$ cat src/sv/cbpg_pkg.sv
package cbpg_pkg;

   // Curve and parameter arithmetic
   localparam int MAX_POINTS      = 64;
   localparam int PARAM_FRAC_BITS = 16;
   localparam int COORD_W         = 32;
   localparam int COUNT_W         = 7;
   localparam int INDEX_W         = 6;

   localparam int PARAM_W   = PARAM_FRAC_BITS + 1;      // t in Q1.PARAM_FRAC_BITS
   localparam int DIV_W     = $clog2(MAX_POINTS);       // holds point count minus one
   localparam int DIVCNT_W  = $clog2(PARAM_W);
   localparam int MUL_A_W   = PARAM_W + 1;              // weight, signed operand
   localparam int PROD_W    = MUL_A_W + COORD_W;
   localparam int WPROD_W   = 2 * PARAM_W + 2;          // weight product times three
   localparam int ACC_W     = PROD_W + 2;               // sum of four products
   localparam int SHIFT_W   = ACC_W - PARAM_FRAC_BITS;

   localparam logic [PARAM_W-1:0] PARAM_ONE  = PARAM_W'(1) << PARAM_FRAC_BITS;
   localparam logic [PARAM_W-1:0] PARAM_HALF = PARAM_W'(1) << (PARAM_FRAC_BITS - 1);

   typedef struct packed {
      logic signed [COORD_W-1:0] p0_x;
      logic signed [COORD_W-1:0] p0_y;
      logic signed [COORD_W-1:0] p1_x;
      logic signed [COORD_W-1:0] p1_y;
      logic signed [COORD_W-1:0] p2_x;
      logic signed [COORD_W-1:0] p2_y;
      logic signed [COORD_W-1:0] p3_x;
      logic signed [COORD_W-1:0] p3_y;
      logic [COUNT_W-1:0]        point_count;
   } req_type;

   typedef struct packed {
      logic [INDEX_W-1:0]        point_index;
      logic signed [COORD_W-1:0] point_x;
      logic signed [COORD_W-1:0] point_y;
      logic                      last_point;
   } rsp_type;

   // Multiply schedule of one point, in issue order
   typedef enum logic [3:0] {
      OP_T2 = 4'd0,
      OP_U2 = 4'd1,
      OP_W3 = 4'd2,
      OP_W2 = 4'd3,
      OP_W0 = 4'd4,
      OP_W1 = 4'd5,
      OP_X0 = 4'd6,
      OP_X1 = 4'd7,
      OP_X2 = 4'd8,
      OP_X3 = 4'd9,
      OP_Y0 = 4'd10,
      OP_Y1 = 4'd11,
      OP_Y2 = 4'd12,
      OP_Y3 = 4'd13
   } mul_op_type;

   typedef struct packed {
      logic       load_req;
      logic       div_step;
      logic       point_setup;
      logic       mul_valid;
      mul_op_type mul_op;
      logic       load_rsp;
      logic       advance;
   } ctrl_cmd_type;

   typedef struct packed {
      logic div_done;
      logic last_point;
      logic rsp_free;
   } dp_status_type;

endpackage

$ cat src/sv/cbpg_ctrl.sv
module cbpg_ctrl
   import cbpg_pkg::*;
(
   input  logic          clock,
   input  logic          reset,
   input  logic          req_valid,
   output logic          req_ready,
   input  dp_status_type status,
   output ctrl_cmd_type  cmd
);

   typedef enum logic [5:0] {
      ST_IDLE     = 6'b000001,
      ST_DIVIDE   = 6'b000010,
      ST_SETUP    = 6'b000100,
      ST_MULTIPLY = 6'b001000,
      ST_DRAIN    = 6'b010000,
      ST_EMIT     = 6'b100000
   } state_type;

   state_type                     state_ff, state_in;
   logic [$bits(mul_op_type)-1:0] step_ff, step_in;

   assign req_ready = (state_ff == ST_IDLE);

   always_comb begin
      state_in   = state_ff;
      step_in    = step_ff;
      cmd        = '0;
      cmd.mul_op = OP_T2;
      unique case (state_ff)
         ST_IDLE: begin
            if (req_valid) begin
               cmd.load_req = 1'b1;
               state_in     = ST_DIVIDE;
            end
         end
         ST_DIVIDE: begin
            cmd.div_step = 1'b1;
            if (status.div_done) begin
               state_in = ST_SETUP;
            end
         end
         ST_SETUP: begin
            cmd.point_setup = 1'b1;
            step_in         = '0;
            state_in        = ST_MULTIPLY;
         end
         ST_MULTIPLY: begin
            cmd.mul_valid = 1'b1;
            cmd.mul_op    = mul_op_type'(step_ff);
            if (step_ff == OP_Y3) begin
               state_in = ST_DRAIN;
            end else begin
               step_in = step_ff + 1'b1;
            end
         end
         // let the last product reach the accumulator
         ST_DRAIN: begin
            state_in = ST_EMIT;
         end
         ST_EMIT: begin
            if (status.rsp_free) begin
               cmd.load_rsp = 1'b1;
               if (status.last_point) begin
                  state_in = ST_IDLE;
               end else begin
                  cmd.advance = 1'b1;
                  state_in    = ST_SETUP;
               end
            end
         end
         default: begin
            state_in = ST_IDLE;
         end
      endcase
   end

   always_ff @(posedge clock) begin
      if (reset) begin
         state_ff <= ST_IDLE;
         step_ff  <= '0;
      end else begin
         state_ff <= state_in;
         step_ff  <= step_in;
      end
   end

endmodule

$ cat src/sv/cbpg_datapath.sv
module cbpg_datapath
   import cbpg_pkg::*;
(
   input  logic          clock,
   input  logic          reset,
   input  req_type       req_data,
   input  ctrl_cmd_type  cmd,
   output dp_status_type status,
   output logic          rsp_valid,
   input  logic          rsp_ready,
   output rsp_type       rsp_data
);

   // held request
   req_type            pts_ff;
   logic [COUNT_W-1:0] count_ff;
   logic [DIV_W-1:0]   divisor_ff;

   // run state
   logic [INDEX_W-1:0]  index_ff;
   logic [PARAM_W-1:0]  param_ff;
   logic [PARAM_W-1:0]  param_step_ff;   // dividend, shifted into the quotient
   logic [DIV_W-1:0]    div_rem_ff;
   logic [DIVCNT_W-1:0] div_cnt_ff;

   // weights
   logic [PARAM_W-1:0] t_ff, u_ff, t2_ff, u2_ff;
   logic [PARAM_W-1:0] w0_ff, w1_ff, w2_ff, w3_ff;

   // multiplier and accumulators
   logic signed [PROD_W-1:0] prod_ff;
   mul_op_type               op_q_ff;
   logic                     post_valid_ff;
   logic signed [ACC_W-1:0]  acc_x_ff, acc_y_ff;

   logic                     rsp_valid_ff;
   rsp_type                  rsp_data_ff;

   logic [COUNT_W-1:0]        count_in;
   logic [COUNT_W-1:0]        count_m1;
   logic                      last_point;
   logic [DIV_W:0]            trial;
   logic                      trial_ge;
   logic [PARAM_W:0]          param_sum;
   logic [PARAM_W-1:0]        mul_a_u;
   logic signed [MUL_A_W-1:0] mul_a;
   logic signed [COORD_W-1:0] mul_b;
   logic [WPROD_W-1:0]        wprod;
   logic [WPROD_W-1:0]        wsum;
   logic [WPROD_W-1:0]        wrnd_full;
   logic [PARAM_W-1:0]        wrnd;
   logic signed [ACC_W-1:0]   prod_ext;
   logic [ACC_W-1:0]          sum_x, sum_y;
   logic signed [COORD_W-1:0] sat_x, sat_y;

   function automatic logic signed [COORD_W-1:0] saturate(input logic [SHIFT_W-1:0] v);
      logic [SHIFT_W-COORD_W:0] top;
      logic signed [COORD_W-1:0] r;
      top = v[SHIFT_W-1:COORD_W-1];
      if ((top == '0) || (top == '1)) begin
         r = v[COORD_W-1:0];
      end else if (v[SHIFT_W-1]) begin
         r = {1'b1, {(COORD_W-1){1'b0}}};
      end else begin
         r = {1'b0, {(COORD_W-1){1'b1}}};
      end
      return r;
   endfunction

   // clamp the count to 1..MAX_POINTS
   always_comb begin
      count_in = req_data.point_count;
      if (count_in == '0) begin
         count_in = COUNT_W'(1);
      end else if (count_in > COUNT_W'(MAX_POINTS)) begin
         count_in = COUNT_W'(MAX_POINTS);
      end
   end

   assign count_m1   = count_ff - 1'b1;
   assign last_point = (index_ff == INDEX_W'(count_m1));

   // restoring divider, one quotient bit per cycle
   assign trial    = {div_rem_ff, param_step_ff[PARAM_W-1]};
   assign trial_ge = (trial >= {1'b0, divisor_ff});

   assign param_sum = {1'b0, param_ff} + {1'b0, param_step_ff};

   always_comb begin
      mul_a_u = '0;
      mul_b   = '0;
      unique case (cmd.mul_op)
         OP_T2: begin mul_a_u = t_ff;  mul_b = COORD_W'(t_ff); end
         OP_U2: begin mul_a_u = u_ff;  mul_b = COORD_W'(u_ff); end
         OP_W3: begin mul_a_u = t2_ff; mul_b = COORD_W'(t_ff); end
         OP_W2: begin mul_a_u = t2_ff; mul_b = COORD_W'(u_ff); end
         OP_W0: begin mul_a_u = u2_ff; mul_b = COORD_W'(u_ff); end
         OP_W1: begin mul_a_u = u2_ff; mul_b = COORD_W'(t_ff); end
         OP_X0: begin mul_a_u = w0_ff; mul_b = pts_ff.p0_x; end
         OP_X1: begin mul_a_u = w1_ff; mul_b = pts_ff.p1_x; end
         OP_X2: begin mul_a_u = w2_ff; mul_b = pts_ff.p2_x; end
         OP_X3: begin mul_a_u = w3_ff; mul_b = pts_ff.p3_x; end
         OP_Y0: begin mul_a_u = w0_ff; mul_b = pts_ff.p0_y; end
         OP_Y1: begin mul_a_u = w1_ff; mul_b = pts_ff.p1_y; end
         OP_Y2: begin mul_a_u = w2_ff; mul_b = pts_ff.p2_y; end
         OP_Y3: begin mul_a_u = w3_ff; mul_b = pts_ff.p3_y; end
         default: begin mul_a_u = '0; mul_b = '0; end
      endcase
   end

   assign mul_a = {1'b0, mul_a_u};

   // weight rounding; the 3t(1-t) terms are tripled first
   assign wprod     = prod_ff[WPROD_W-1:0];
   assign wsum      = ((op_q_ff == OP_W2) || (op_q_ff == OP_W1)) ? wprod + (wprod << 1) : wprod;
   assign wrnd_full = wsum + WPROD_W'(PARAM_HALF);
   assign wrnd      = wrnd_full[PARAM_FRAC_BITS +: PARAM_W];

   assign prod_ext = {{(ACC_W-PROD_W){prod_ff[PROD_W-1]}}, prod_ff};

   // round half up, floor shift, saturate
   assign sum_x = acc_x_ff + ACC_W'(PARAM_HALF);
   assign sum_y = acc_y_ff + ACC_W'(PARAM_HALF);
   assign sat_x = saturate(sum_x[ACC_W-1:PARAM_FRAC_BITS]);
   assign sat_y = saturate(sum_y[ACC_W-1:PARAM_FRAC_BITS]);

   always_ff @(posedge clock) begin
      if (cmd.load_req) begin
         pts_ff     <= req_data;
         count_ff   <= count_in;
         divisor_ff <= DIV_W'(count_in - 1'b1);
      end

      if (cmd.point_setup) begin
         if (last_point && (count_ff != COUNT_W'(1))) begin
            t_ff <= PARAM_ONE;
            u_ff <= '0;
         end else if (param_ff > PARAM_ONE) begin
            t_ff <= PARAM_ONE;
            u_ff <= '0;
         end else begin
            t_ff <= param_ff;
            u_ff <= PARAM_ONE - param_ff;
         end
      end

      if (cmd.mul_valid) begin
         prod_ff <= mul_a * mul_b;
         op_q_ff <= cmd.mul_op;
      end

      if (post_valid_ff) begin
         unique case (op_q_ff)
            OP_T2: t2_ff <= wrnd;
            OP_U2: u2_ff <= wrnd;
            OP_W3: w3_ff <= wrnd;
            OP_W2: w2_ff <= wrnd;
            OP_W0: w0_ff <= wrnd;
            OP_W1: w1_ff <= wrnd;
            OP_X0: acc_x_ff <= prod_ext;
            OP_X1, OP_X2, OP_X3: acc_x_ff <= acc_x_ff + prod_ext;
            OP_Y0: acc_y_ff <= prod_ext;
            OP_Y1, OP_Y2, OP_Y3: acc_y_ff <= acc_y_ff + prod_ext;
            default: begin
            end
         endcase
      end

      if (cmd.load_rsp) begin
         rsp_data_ff.point_index <= index_ff;
         rsp_data_ff.point_x     <= sat_x;
         rsp_data_ff.point_y     <= sat_y;
         rsp_data_ff.last_point  <= last_point;
      end
   end

   always_ff @(posedge clock) begin
      if (reset) begin
         index_ff      <= '0;
         param_ff      <= '0;
         param_step_ff <= '0;
         div_rem_ff    <= '0;
         div_cnt_ff    <= '0;
         post_valid_ff <= 1'b0;
         rsp_valid_ff  <= 1'b0;
      end else begin
         post_valid_ff <= cmd.mul_valid;

         if (cmd.load_req) begin
            index_ff      <= '0;
            param_ff      <= '0;
            param_step_ff <= PARAM_ONE + PARAM_W'(DIV_W'(count_in - 1'b1) >> 1);
            div_rem_ff    <= '0;
            div_cnt_ff    <= '0;
         end else if (cmd.div_step) begin
            div_rem_ff    <= trial_ge ? DIV_W'(trial - {1'b0, divisor_ff}) : trial[DIV_W-1:0];
            param_step_ff <= {param_step_ff[PARAM_W-2:0], trial_ge};
            div_cnt_ff    <= div_cnt_ff + 1'b1;
         end

         if (cmd.advance) begin
            index_ff <= index_ff + 1'b1;
            param_ff <= (param_sum > {1'b0, PARAM_ONE}) ? PARAM_ONE : param_sum[PARAM_W-1:0];
         end else if (cmd.load_rsp) begin
            // run finished: rewind
            index_ff <= '0;
            param_ff <= '0;
         end

         if (cmd.load_rsp) begin
            rsp_valid_ff <= 1'b1;
         end else if (rsp_ready) begin
            rsp_valid_ff <= 1'b0;
         end
      end
   end

   assign status.div_done   = (div_cnt_ff == DIVCNT_W'(PARAM_W - 1));
   assign status.last_point = last_point;
   assign status.rsp_free   = !rsp_valid_ff || rsp_ready;

   assign rsp_valid = rsp_valid_ff;
   assign rsp_data  = rsp_data_ff;

endmodule

$ cat src/sv/cubic_bezier_point_generator.sv
// Channel  Ports                          Transaction
// request  req_valid/req_ready/req_data   four control points and a point count
// response rsp_valid/rsp_ready/rsp_data   one curve point, last_point on the final one
//
// A request is accepted and then passes through the bit-serial step divider.
// Each point then goes through one setup, 14 products through the single
// 18x32 multiplier, one drain and one load of the output register.
// req_ready is high only when idle.
// Reset is synchronous and clears the controller, counters and valid flags.
// A stalled response holds the run in the output stage until it is taken.
module cubic_bezier_point_generator
   import cbpg_pkg::*;
(
   input  logic    clock,
   input  logic    reset,
   input  logic    req_valid,
   output logic    req_ready,
   input  req_type req_data,
   output logic    rsp_valid,
   input  logic    rsp_ready,
   output rsp_type rsp_data
);

   ctrl_cmd_type  cmd;
   dp_status_type status;

   cbpg_ctrl u_ctrl (
      .clock     (clock),
      .reset     (reset),
      .req_valid (req_valid),
      .req_ready (req_ready),
      .status    (status),
      .cmd       (cmd)
   );

   cbpg_datapath u_datapath (
      .clock     (clock),
      .reset     (reset),
      .req_data  (req_data),
      .cmd       (cmd),
      .status    (status),
      .rsp_valid (rsp_valid),
      .rsp_ready (rsp_ready),
      .rsp_data  (rsp_data)
   );

`ifndef ASSERT_OFF
   a_busy_after_accept: assert property (@(posedge clock) disable iff (reset)
      req_valid && req_ready |=> !req_ready)
      else $error("request channel still ready after accepting a transaction");

   a_busy_mid_run: assert property (@(posedge clock) disable iff (reset)
      rsp_valid && !rsp_data.last_point |-> !req_ready)
      else $error("request accepted while a run is still in progress");

   a_load_when_free: assert property (@(posedge clock) disable iff (reset)
      cmd.load_rsp |-> status.rsp_free)
      else $error("output register overwritten while holding a point");

   a_single_command: assert property (@(posedge clock) disable iff (reset)
      $onehot0({cmd.load_req, cmd.div_step, cmd.point_setup, cmd.mul_valid, cmd.load_rsp}))
      else $error("controller issued conflicting commands");
`endif

endmodule
$ cat config.mk
export PLATFORM = sky130hd
export DESIGN_NAME = cubic_bezier_point_generator
export DESIGN_NICKNAME = d
export VERILOG_FILES = /design/src/sv/cbpg_pkg.sv /design/src/sv/cbpg_ctrl.sv /design/src/sv/cbpg_datapath.sv /design/src/sv/cubic_bezier_point_generator.sv
export SDC_FILE = /design/constraint.sdc
export NUM_CORES = 2
export LEC_CHECK = 0
export ABC_AREA = 1
export BUFFER_PORTS_ARGS = -buffer_cell sky130_fd_sc_hd__buf_2
export CAP_MARGIN = 10
export CORE_MARGIN = 4
export CORE_UTILIZATION = 45
export CTS_CLUSTER_DIAMETER = 30
export DETAILED_ROUTE_END_ITERATION = 8
export GPL_TIMING_DRIVEN = 0
export SYNTH_ARGS = -nofsm -noshare
export SYNTH_HDL_FRONTEND = slang
export SYNTH_SLANG_ARGS = --single-unit
export TNS_END_PERCENT = 20
$ cat constraint.sdc
create_clock -name clock -period 28.4 [get_ports clock]
set_input_delay 5.68 -clock clock [delete_from_list [all_inputs] [get_ports clock]]
set_output_delay 5.68 -clock clock [all_outputs]
set_load 0.02 [all_outputs]
# Word-level counts from Yosys, hierarchy flattened
# Cells that the tools add are included.
[word_totals]
register_bits = 697
elab_cells = 176
inputBits = 267
[op_classes]
mul = 1
add_sub_neg = 15
muxes = 39
magnitude_cmp = 4
n_eq_ne = 43
n_reduce_logical = 39
[ops]
columns = ["operator", "count"]
rows = [
  ["case mux 32 bit (10 select lines)", 1],
  ["case mux 52 bit (2 select lines)", 2],
  ["case mux 17 bit (8 select lines)", 1],
  ["two-way mux 32 bit", 4],
  ["adder 52 x 16 -> 52 bit (second input constant)", 2],
  ["adder 52 x 50 -> 52 bit", 2],
  ["two-way mux 17 bit", 6],
  ["== test 4 bit (second input constant)", 13],
  ["multiplier 18 x 32 -> 50 bit", 1],
  ["two-way mux 6 bit", 8],
  ["case mux 6 bit (6 select lines)", 1],
  ["adder 33 x 16 -> 33 bit (second input constant)", 1],
  ["adder 33 bit", 1],
  ["two-way mux 33 bit", 1],
  ["== test 4 x 3 -> 1 bit (second input constant)", 8],
  ["adder 17 x 17 -> 18 bit", 1],
  ["greater-than comparator 18 x 17 -> 1 bit (second input constant)", 1],
  ["AND reduction 2 bit", 9],
  ["adder 17 x 5 -> 17 bit (first input constant)", 1],
  ["greater-than comparator 17 bit (second input constant)", 1],
  ["subtractor 17 bit (first input constant)", 1],
  ["== test 4 x 2 -> 1 bit (second input constant)", 4],
  ["OR reduction 2 bit", 8],
  ["== test 5 bit (second input constant)", 3],
  ["35 further kinds", 60],
]

# Depth between registers and ports, before layout
[depth]
depth_word = 7
depth_mapped = 39
ltp_nobuf = 37

# Cells and area by module
# From an unflattened synthesis, not the netlist that was laid out.
[unflattened]
hier_cells = 6920
hier_area_um2 = 58876.5
[modules_own_cells]
columns = ["mod", "area_each_um2", "seq_area_each_um2", "n_inst", "cells_per_inst"]
rows = [
  ["cbpg_datapath", 58168.3, 20069.2, 1, 6817],
  ["cbpg_ctrl", 708.2, 200.2, 1, 103],
]

# Least setup slack after synthesis
# Ideal clock, no wire load.
[synth_timing]
kind = "input to register"
start = "in req_valid"
end = "reg u_datapath.div_rem_ff[0]"
path_slack_ns = 14.916
required_ns = 28.330
setup_time_ns = 0.070
t_arrival_ns = 13.414
stages = 6
path_cell_list = "nand2_1 clkinv_1 nor2_1 clkinv_1 buf_2 a21oi_1"
[synth_rtl]
columns = ["element", "line_no", "source"]
rows = [
  ["start: declaration", "cubic_bezier_point_generator.sv:16", "input logic req_valid,"],
  ["end signal: assignment", "cbpg_datapath.sv:196", "div_rem_ff <= trial_ge ? DIV_W'(trial - {1'b0, divisor_ff}) : trial[DIV_W-1:0];"],
  ["end: declaration", "cbpg_datapath.sv:23", "logic [DIV_W-1:0] div_rem_ff;"],
]

==> metrics.cfg <==
[global_route]
grt_pass1_vias=49700
grt_max_degree=111
track_usage=0.284
grt-ovfl-total=0
grt_pass1_wl_um=293000
antenna_found_initial=13

[place]
portBuffers=338
gp_congestion=0.966
dp_cells=8934
dp_hpwl_um=156000
place_area_mm2=0.0630

[floorplanning]
die_h_um=369
die_w_um=369
top_level_ports=340
start_util=0.453
core_mm2=0.129
rows=132
die_area_mm2=0.136

[detailed_routing]
ant_nets=0
drt_iter0_markers=3681
num_vias=48600
avgViaCountPerCell=5.25
wirelength_um=193000
avgRoutedWirePerCell_um=20.9
firstDrtPassIters=6
drcViolationCount=0

[sta]
fmax_mhz=114
rsz0062_at_grt=false
fin_crit_sh=0.309
skew_ns=0.0800
finalHoldViolCount=0
slew_violations=0
finalSetupTns_ns=0
setup_violations=0
slew_headroom=0.164
period_needed_ns=8.78
timing.hold.ws_ns=0.473
worst_pin_slew_ns=1.24

[final_layout]
nets=8438
fin_area_mm2=0.0689
fin_cells=9249
area_growth_pct=17.3
drive_gt1_frac=0.118

[synthesis]
synth_top_cell_by_area=edfxtp_1
synth_compound_area_frac=0.0897
yosys.area_share.xor_xnor=0.0285
netlist_instances=6832
ys_seq_area_frac=0.345
synth.distinct_cells=72
postSynthNetCount=7909
ys_warn_count=0
synth.most_common_cell=nand2_1
synth-edff-count=633
synth_commonest_cells=nand2_1, inv_1, nor2_1
synth_flop_cell=edfxtp_1
synth.area.mux_share=0
synth_area_mm2=0.0587
synth_top_area_frac=0.324
async_reset_ff_frac=0
synthSimpleGateAreaFrac=0.197
synth_top_family_by_area=adder cells
synthTopCellsByArea=edfxtp_1, fa_1, nand2_1
ys_ff_latch=696
synthAdderAreaFrac=0.240
syn-mean-instance-area_um2=8.59

[worst_setup_path]
worstPathRequired_ns=28.97
worstRegToRegCells=30
critPathKind=reg2reg
reg2reg_slack_ns=19.62
critPathCaptureType=register
cp.arrival_ns=9.35
reg2reg_from=u_ctrl.state_ff[2]
cpMaxStageDelayCell=nor2_1
rr_endpoint=u_datapath.prod_ff[36]
crit_top_cell=fa_1
max_stage_delay_ns=0.61
worst_setup_path_start_kind=register
cp_max_fo=10

[min_path]
min-delay-start=u_datapath.div_cnt_ff[4]
hold_path.class=reg2reg
hold_depth=2
hold_end=u_datapath.div_cnt_ff[4]

[cts]
htreeDepth=4
post_cts_buffers=0
clk_pin_slew_ns=0.04
cts_sinks=696
cts_buffers=167
cts_hold_buf=0
clock-root-buffer=clkbuf_16
clock_latency_ns=0.82
cts_tree=done
cts_buffer_depth=3
postCtsResizedCells=0

[power_and_ir_drop]
pwr_density_cell_mw_per_mm2=51.3
leakage_uw=0.0313
ir_drop_mv=0.0650

[run]
max_cap_viol_count=0

[status]
outcome=complete, no violations

## worst max path at each step
stage / startpoint / to / slack, ns / cells past startpoint
finish: u_ctrl.state_ff[2] / u_datapath.prod_ff[36] / 19.62 / 30
global route: u_ctrl.state_ff[2] / u_datapath.prod_ff[36] / 19.10 / 30
detailed placement: u_ctrl.state_ff[2] / u_datapath.prod_ff[36] / 19.66 / 30
global placement: req_valid / u_datapath.param_step_ff[13] / 11.29 / 7
floorplan: req_valid / u_datapath.div_rem_ff[0] / 14.92 / 6
CTS: u_ctrl.state_ff[2] / u_datapath.prod_ff[36] / 19.58 / 30
## area by class of cell
type                       count  area [um2]
fill                       12200       60600
multi-input combinational   4655       32600
sequential                   696       20300
inverter                    1330        5000
clock buffer                 185        4280
tap                         1742        2180
timing repair buffer         360        2030
clock inverter               123        1610
buffer                       151         863
antenna                        7        17.5
## cells by family after synthesis
logic type      Yosys count
fa+ha+maj               810
simple gates           2772
flops                   696
compound gates          882
buf+inv                1481
xor+xnor                191
## power by group
part | switching, uW | total [uW] | internal [uW]
clock | 643 | 1960 | 1310
sequential | 14.0 | 1190 | 1180
combinational | 249 | 387 | 138
total | 906 | 3530 | 2630
## layer usage
layer / wire, um / global-route usage / part of all wire / vias up
met4: 9320 / 0.129 / 0.048 / 8
met1: 80600 / 0.364 / 0.42 / 23300
met3: 12600 / 0.0481 / 0.065 / 405
li1: - / - / - / 23100
met2: 90800 / 0.472 / 0.47 / 1800
met5: 52 / 0 / 0.00027 / -
## placed cells by master, fill, tap and decap left out, types with 78 or more instances in the layout
master,count
buf_2,409
nor2_1,738
ha_1,285
edfxtp_1,633
inv_1,1300
xor2_1,121
nand4_1,78
nand2_1,1496
clkbuf_16,168
fa_1,525
nand3_1,245
a21oi_1,289
o21ai_0,282
## metrics by stage
step	power, uW	utilization	setup slack (ns)
floorplan	1480	-	14.92
global route	3670	0.532	19.10
global placement	1600	0.483	11.29
detailed placement	1590	0.486	19.66
CTS	3560	0.532	19.58
finish	3530	0.532	19.62
## registers in the layout, summed over array words and instances (netlist names), 5 cells and up
register and flops:
u_ctrl.state_ff 6, u_datapath.acc_x_ff 52, u_datapath.acc_y_ff 52, u_datapath.count_ff 7, u_datapath.div_cnt_ff 5, u_datapath.div_rem_ff 6, u_datapath.divisor_ff 6, u_datapath.index_ff 6
u_datapath.param_ff 17, u_datapath.param_step_ff 17, u_datapath.prod_ff 50, u_datapath.pts_ff 256, u_datapath.rsp_data 71, u_datapath.t2_ff 17, u_datapath.t_ff 16, u_datapath.u2_ff 17
u_datapath.u_ff 17, u_datapath.w0_ff 17, u_datapath.w1_ff 17, u_datapath.w2_ff 17, u_datapath.w3_ff 17
## critical path: cells and delay by family, from the launching register on
family          cells  cell delay, ns
fa+ha+maj           7            3.37
simple gates        9            2.00
compound gates      5            1.41
buf+inv             8            1.17
flops               1            0.33
xor+xnor            1            0.23
Power figures use the tool's default switching activity.
